## src/design/vrtr_pkg.sv

```systemverilog
package vrtr_pkg;

  localparam int BUF_BYTES = 4096;
  localparam int MSG_MAX   = 255;
  localparam int HDR_BYTES = 10;
  localparam int REC_MAX   = 272;
  localparam int AW        = $clog2(BUF_BYTES);
  localparam int SAW       = $clog2(MSG_MAX);
  localparam int OFS_W     = $clog2(BUF_BYTES + 3 * REC_MAX + 1);
  localparam logic [7:0] STG_MAX = 8'(MSG_MAX - 1);

  localparam logic [1:0] MODE_APPEND  = 2'd0;
  localparam logic [1:0] MODE_WALK    = 2'd1;
  localparam logic [1:0] MODE_RESTART = 2'd2;

  typedef struct packed {
    logic [1:0]  mode;
    logic [63:0] entry_time;
    logic [7:0]  entry_type;
    logic [7:0]  msg_byte;
    logic        msg_last;
  } in_item_t;

  typedef struct packed {
    logic [7:0]  out_byte;
    logic [63:0] out_time;
    logic [7:0]  out_type;
    logic        record_end;
    logic        walk_done;
  } out_item_t;

  typedef enum logic [4:0] {
    OP_NONE, OP_PL_INIT, OP_RD_NLEN, OP_SET_OFF, OP_WRAP, OP_OFF0, OP_ZERO,
    OP_RD_OLEN, OP_ADV_OLD, OP_NR, OP_NR_FAIL, OP_HDR, OP_CP, OP_NUL,
    OP_WRD, OP_WOUT, OP_WDONE
  } op_t;

  typedef struct packed {
    op_t  op;
    logic acc;
  } cmd_t;

  typedef struct packed {
    logic empty;
    logic wfin;
    logic fits;
    logic wrap_reset;
    logic wrapped;
    logic zero_ok;
    logic evict_more;
    logic nr_short;
    logic nz;
    logic cnt9;
    logic cnt10;
    logic cp_end;
    logic walk_more;
    logic mode_walk;
  } status_t;

  function automatic logic [8:0] pad_size(input logic [7:0] len);
    logic [9:0] s;
    s = 10'(HDR_BYTES) + 10'(len) + 10'd7;
    return s[8:0] & 9'h1F8;
  endfunction

endpackage

```

## src/design/vrtr_ctrl.sv

```systemverilog
module vrtr_ctrl import vrtr_pkg::*; (
  input  logic       clk,
  input  logic       rst_n,
  input  logic       start,
  input  logic [1:0] in_mode,
  input  logic       in_last,
  input  status_t    st,
  output cmd_t       cmd,
  output logic       busy
);

  typedef enum logic [4:0] {
    S_IDLE, S_PCHK, S_PLEN, S_PDEC, S_ZERO, S_EV, S_ELEN, S_NR0, S_NR, S_NRC,
    S_HDR, S_CP, S_NUL, S_WCHK, S_WRD, S_WOUT
  } state_t;

  state_t state_r, state_nxt;
  op_t    op;

  assign busy    = (state_r != S_IDLE);
  assign cmd.acc = start && (state_r == S_IDLE);
  assign cmd.op  = op;

  always_comb begin
    state_nxt = state_r;
    op        = OP_NONE;
    unique case (state_r)
      S_IDLE: begin
        if (start) begin
          if (in_mode == MODE_APPEND && in_last) state_nxt = S_PCHK;
          else if (in_mode == MODE_WALK) state_nxt = S_WCHK;
        end
      end
      S_PCHK: begin
        if (st.empty) begin
          op = OP_PL_INIT;
          state_nxt = S_HDR;
        end else begin
          op = OP_RD_NLEN;
          state_nxt = S_PLEN;
        end
      end
      S_PLEN: begin
        op = OP_SET_OFF;
        state_nxt = S_PDEC;
      end
      S_PDEC: begin
        priority if (st.fits) begin
          state_nxt = S_HDR;
        end else if (st.wrap_reset) begin
          op = OP_WRAP;
          state_nxt = S_HDR;
        end else if (!st.wrapped && st.zero_ok) begin
          state_nxt = S_ZERO;
        end else if (!st.wrapped) begin
          op = OP_OFF0;
          state_nxt = S_EV;
        end else begin
          state_nxt = S_EV;
        end
      end
      S_ZERO: begin
        op = OP_ZERO;
        if (st.cnt9) state_nxt = S_EV;
      end
      S_EV: begin
        if (st.evict_more) begin
          op = OP_RD_OLEN;
          state_nxt = S_ELEN;
        end else begin
          state_nxt = S_HDR;
        end
      end
      S_ELEN: begin
        op = OP_ADV_OLD;
        state_nxt = S_NR0;
      end
      S_NR0: begin
        if (st.nr_short) begin
          op = OP_NR_FAIL;
          state_nxt = st.mode_walk ? S_IDLE : S_HDR;
        end else begin
          state_nxt = S_NR;
        end
      end
      S_NR: begin
        op = OP_NR;
        if (st.cnt10) state_nxt = S_NRC;
      end
      S_NRC: begin
        if (!st.nz) begin
          op = OP_NR_FAIL;
          state_nxt = st.mode_walk ? S_IDLE : S_HDR;
        end else begin
          state_nxt = st.mode_walk ? S_IDLE : S_EV;
        end
      end
      S_HDR: begin
        op = OP_HDR;
        if (st.cnt9) state_nxt = S_CP;
      end
      S_CP: begin
        op = OP_CP;
        if (st.cp_end) state_nxt = S_NUL;
      end
      S_NUL: begin
        op = OP_NUL;
        state_nxt = S_IDLE;
      end
      S_WCHK: begin
        if (st.empty || st.wfin) begin
          op = OP_WDONE;
          state_nxt = S_IDLE;
        end else begin
          state_nxt = S_WRD;
        end
      end
      S_WRD: begin
        op = OP_WRD;
        if (st.cnt10) state_nxt = S_WOUT;
      end
      S_WOUT: begin
        op = OP_WOUT;
        state_nxt = st.walk_more ? S_NR0 : S_IDLE;
      end
      default: state_nxt = S_IDLE;
    endcase
  end

  always_ff @(posedge clk) begin
    if (!rst_n) begin
      state_r <= S_IDLE;
    end else begin
      state_r <= state_nxt;
    end
  end

endmodule

```

## config.mk

```make
export PLATFORM = sky130hd
export DESIGN_NAME = vrtr_ctrl
export DESIGN_NICKNAME = d
export VERILOG_FILES = /design/src/design/vrtr_pkg.sv /design/src/design/vrtr_ctrl.sv
export SDC_FILE = /design/constraint.sdc
export NUM_CORES = 1
export LEC_CHECK = 0
export CORE_MARGIN = 4
export CORE_UTILIZATION = 33
export DETAILED_ROUTE_END_ITERATION = 8
export DONT_BUFFER_PORTS = 1
export GPL_TIMING_DRIVEN = 0
export HOLD_SLACK_MARGIN = 0.05
export SKIP_CTS_REPAIR_TIMING = 1
export SLEW_MARGIN = 40
export SYNTH_ARGS = -nofsm -noshare
export SYNTH_HDL_FRONTEND = slang
export SYNTH_SLANG_ARGS = --single-unit
export TNS_END_PERCENT = 100
```

## constraint.sdc

```tcl
create_clock -name clk -period 1.74 [get_ports clk]
set_input_delay 0.348 -clock clk [delete_from_list [all_inputs] [get_ports clk]]
set_output_delay 0.348 -clock clk [all_outputs]
set_load 0.01 [all_outputs]
```

Yosys cells after proc, flatten, opt, wreduce, memory -nomap -nowiden
Index checks and enable logic that the tools add are counted.
{"block": "classes", "eq_ne": 23, "muxes": 30, "reduce_logical": 9}
{"op": "$pmux 5 s15", "n": 2}
{"op": "$mux 5", "n": 9}
{"op": "$eq 5x4->1 const B", "n": 8}
{"op": "$mux 4", "n": 10}
{"op": "$mux 3", "n": 7}
{"op": "$eq 5x3->1 const B", "n": 4}
{"op": "$ne 2x2->1 const B", "n": 6}
{"op": "$eq 5x2->1 const B", "n": 2}
{"op": "$reduce_and 7->1", "n": 1}
{"op": "$eq 5x1->1 const B", "n": 1}
{"op": "$logic_not 5->1", "n": 1}
{"op": "$reduce_bool 5->1", "n": 1}
{"op": "$logic_and 1x1->1", "n": 3}
{"op": "$ne 3x1->1 const B", "n": 1}
{"op": "$eq 2x1->1 const B", "n": 1}
{"op": "$logic_not 2->1", "n": 1}
{"op": "$mux 2", "n": 1}
{"op": "$logic_not 1->1", "n": 1}
{"op": "$logic_or 1x1->1", "n": 1}
{"op": "$mux 1", "n": 1}
{"block": "word_totals", "reg_bits": 5, "in_bits": 20, "output_inout_bits": 7, "word_cells": 63}

Longest topological paths before layout
{"block": "logic_depth", "ltp_word": 6, "depth_mapped": 8, "mapped_depth_nobuf": 5}

Least setup slack after synthesis
OpenSTA, ideal clock, no wires.
{"block": "synth_path", "path_kind": "flip-flop to output port", "startpoint": "reg state_r[2]", "endpoint": "out cmd[2] (netlist bit)", "arrival_ns": 1.469, "required_ns": 1.392, "setup_slack_ns": -0.077, "path_stages_with_launch": 6, "path_buffers": 3, "path_cell_list": "dfxtp_1 -> buf_6 -> buf_2 -> buf_1 -> mux2_2 -> a21oi_1"}
{"element": "start, declared", "line": "vrtr_ctrl.sv:17", "rtl": "state_t state_r, state_nxt;"}
{"element": "start signal, assigned", "line": "vrtr_ctrl.sv:134", "rtl": "state_r <= state_nxt;"}
{"element": "end, declared", "line": "vrtr_ctrl.sv:8", "rtl": "output cmd_t cmd,"}

==> flow_summary.yaml <==
power_and_ir_drop:
  powerDensity_nw_per_um2: 1787
  internal_power_mw: 1.230
  clkPwrFrac_pct: 5.2
  seqPwrFrac_pct: 7.2
  combPwrFrac_pct: 87.6
  p_sw_mw: 1.006
  ir_drop_mv: 0.9464
  p_leak_nw: 0.4959
  swShare_pct: 44.98
finish:
  final_layout_size_suffix_gt1_share_pct: 37.33
  n_antenna_cell: 0
  top_regs: "state_r: 4 flops"
  largest_register_ffs: 4
  syn_to_final_growth_pct: 56.74
  design_area_um2: 1251
  top_register: "state_r"
  layout.nets: 172
clocking:
  clk_latency_ns: 0.24
  cts_root_buf: "clkbuf_4"
  clock_sinks: 4
  numCtsBuffers: 3
  cts_tree: "built"
  path_clk_slew_ns: 0.03
  h-tree-depth: 1
  cts_buffer_depth: 2
critical_path:
  path_max_fanout: 7
  cp_cell_sequence: "buf_6, buf_8, buf_8, nor3b_2, a21oi_1, o21ai_1, nor2_1, a21oi_4"
  end_kind: "primary output"
  cp_slowest_cell: "dfxtp_2"
  critPathArrivalTime_ns: 1.47
  regToRegSetupSlack_ns: 0.11
  critPathKind: "reg2out"
  crit_buf_inv: 3
  worst_setup_path_start_kind: "flop"
  crit_family: "buffers and inverters"
  cp.required_ns: 1.39
  ff2ff_path_depth: 7
  rr_startpoint: "state_r[0]"
  r2r_end: "state_r[1]"
  cp_common_cell: "buf_8"
  critical_path.max_stage_delay_ns: 0.31
die:
  fp.dieW_um: 57.19
  initial_core_util_pct: 35.41
  placementRows: 17
  die_y_um: 57.19
  core_um2: 2255
  ios: 27
  die_area_um2: 3270
global_routing:
  grt_antenna_before_repair: 0
  grt-ovfl-total: 0
  first_global_vias: 911
  track_usage_pct: 15.15
  grt_max_degree: 11
  grt_pass1_wl_um: 4077
sta:
  finalSetupViolCount: 3
  period_share_pct: 104.7
  tightestPinTransition_ns: 0.4079
  fin_setup_tns_ns: -0.1606
  skew_ns: 0.009895
  hold_violations: 0
  fin_ws_ns: -0.08104
  fmax_mhz: 549.1
  slew_viol_final: 0
  period_minus_slack_ns: 1.821
  rsz0062_at_grt: "true"
  slew_headroom_pct: 72.58
run:
  drv_cap: 0
min_path:
  worstHoldEndpoint: "state_r[0]"
  holdCritPathClass: "in2reg"
  hp-start: "rst_n"
  holdPathStages: 1
synth:
  yosysUniqueCellTypes: 40
  synthTopCellsByCount: "nor2_1, nand2_1, o21ai_0"
  synth_top_family_by_area: "simple AND/OR/NAND/NOR gates"
  synth-seq-cells: 4
  synth_ff_type: "dfxtp_1"
  synth_edf_count: 0
  synthMuxAreaShare_pct: 2.665
  synth-simple-area-share_pct: 39.34
  syn_area_per_cell_um2: 6.543
  synth_top_area_share_pct: 10.03
  yosys.area.top_type: "dfxtp_1"
  syn-cell-area_um2: 798.3
  synth_xor_area_share_pct: 0
  synthAdderAreaFrac_pct: 0
  seq_area_frac_synth_pct: 10.03
  syn_nets: 142
  synth-compound-area-share_pct: 34.64
  ys_warn_count: 0
  netlist_instances: 122
  synth_area_leaders: "dfxtp_1, nor2_1, o21ai_0"
  yosysMostFrequentCell: "nor2_1"
  async_flop_share_pct: 0
routing:
  drtPass1Iterations: 4
  wl_per_cell_um: 16.77
  wl_met2_um: 1556
  dr_total_vias: 1080
  drc: 0
  wl_met1_um: 1129
  routed_wl_um: 2985
  route.met3.wl_um: 262
  dr.first_iter.drc_count: 73
  viasPerCell: 6.067
  top_layer: "met4"
  ant_nets: 0
placement:
  port_buffers: 0
  placed_area_um2: 834.6
  gp_congestion: 0.8792
  dpl.hpwl_um: 1839
run_status:
  status: "finished, violations left"
  violations: "setup timing"
## power by group through the flow
stage | clock network (mW) | logic (mW) | registers [mW]
floorplan | 0 | 0.973 | 0.146
global placement | 0 | 1.18 | 0.149
detailed placement | 0 | 1.19 | 0.149
CTS | 0.120 | 1.19 | 0.148
global route | 0.132 | 2.10 | 0.165
finish | 0.116 | 1.96 | 0.161
## cell usage in the layout, fill, tap and decap left out, types with 2 or more instances in the layout
cell type   n
a21oi_1     7
a31oi_1     4
a32o_1      2
a32oi_1     2
and2_1      2
buf_4      20
buf_6       6
buf_8       8
clkbuf_16   2
clkbuf_4    3
dfxtp_1     2
dfxtp_2     2
inv_1       7
nand2_1    10
nand2b_1    7
nand3_1     3
nand3b_1    4
nor2_1     11
nor2_4      2
nor4b_2     2
nor4bb_1    2
o2111ai_1   2
o211ai_1    3
o21ai_0     7
o21ai_1     2
or3_1       3
## layout make-up
cell class	instances	area (um2)
fill	204	1003
timing repair buffer	25	227.7
sequential	4	82.58
multi-input combinational	98	688.2
clock buffer	3	22.52
inverter	8	30.03
tap	28	35.03
buffer	12	165.2
## stage by stage
stage	setup WS, ns	hold slack, ns	power [mW]	utilization [%]	cells
5_1_grt	-0.1760	0.2278	2.395	55.49	178
4_1_cts	-0.3931	0.2369	1.460	38.01	153
3_5_place_dp	-0.1318	0.4771	1.337	37.01	150
6_report	-0.08104	0.2387	2.236	55.49	178
2_1_floorplan	0.03642	0.4657	1.119	-	122
3_3_place_gp	-0.1160	0.4855	1.325	37.01	150
## layer usage
layer,GRT usage (%),vias to the layer above
met2,24.63,67
met1,18.52,493
met4,4.636,0
met3,5.656,9
met5,0,-
li1,-,511
## worst max-delay path by stage
stage               startpoint     end  cells after the start
floorplan           state_r[2]  cmd[2]                      5
global placement    state_r[2]  cmd[2]                      5
detailed placement  state_r[0]  cmd[2]                      8
CTS                 state_r[0]  cmd[2]                      8
global route        state_r[0]  cmd[2]                      8
finish              state_r[0]  cmd[2]                      8
## cell families after synthesis
| logic type | after synthesis |
|---|---|
| AO/OA/AOI/OAI | 40 |
| buffers and inverters | 20 |
| multiplexers | 2 |
| AND/OR/NAND/NOR | 56 |
| flip-flops | 4 |
No activity file was read; power rests on OpenSTA's default activity.
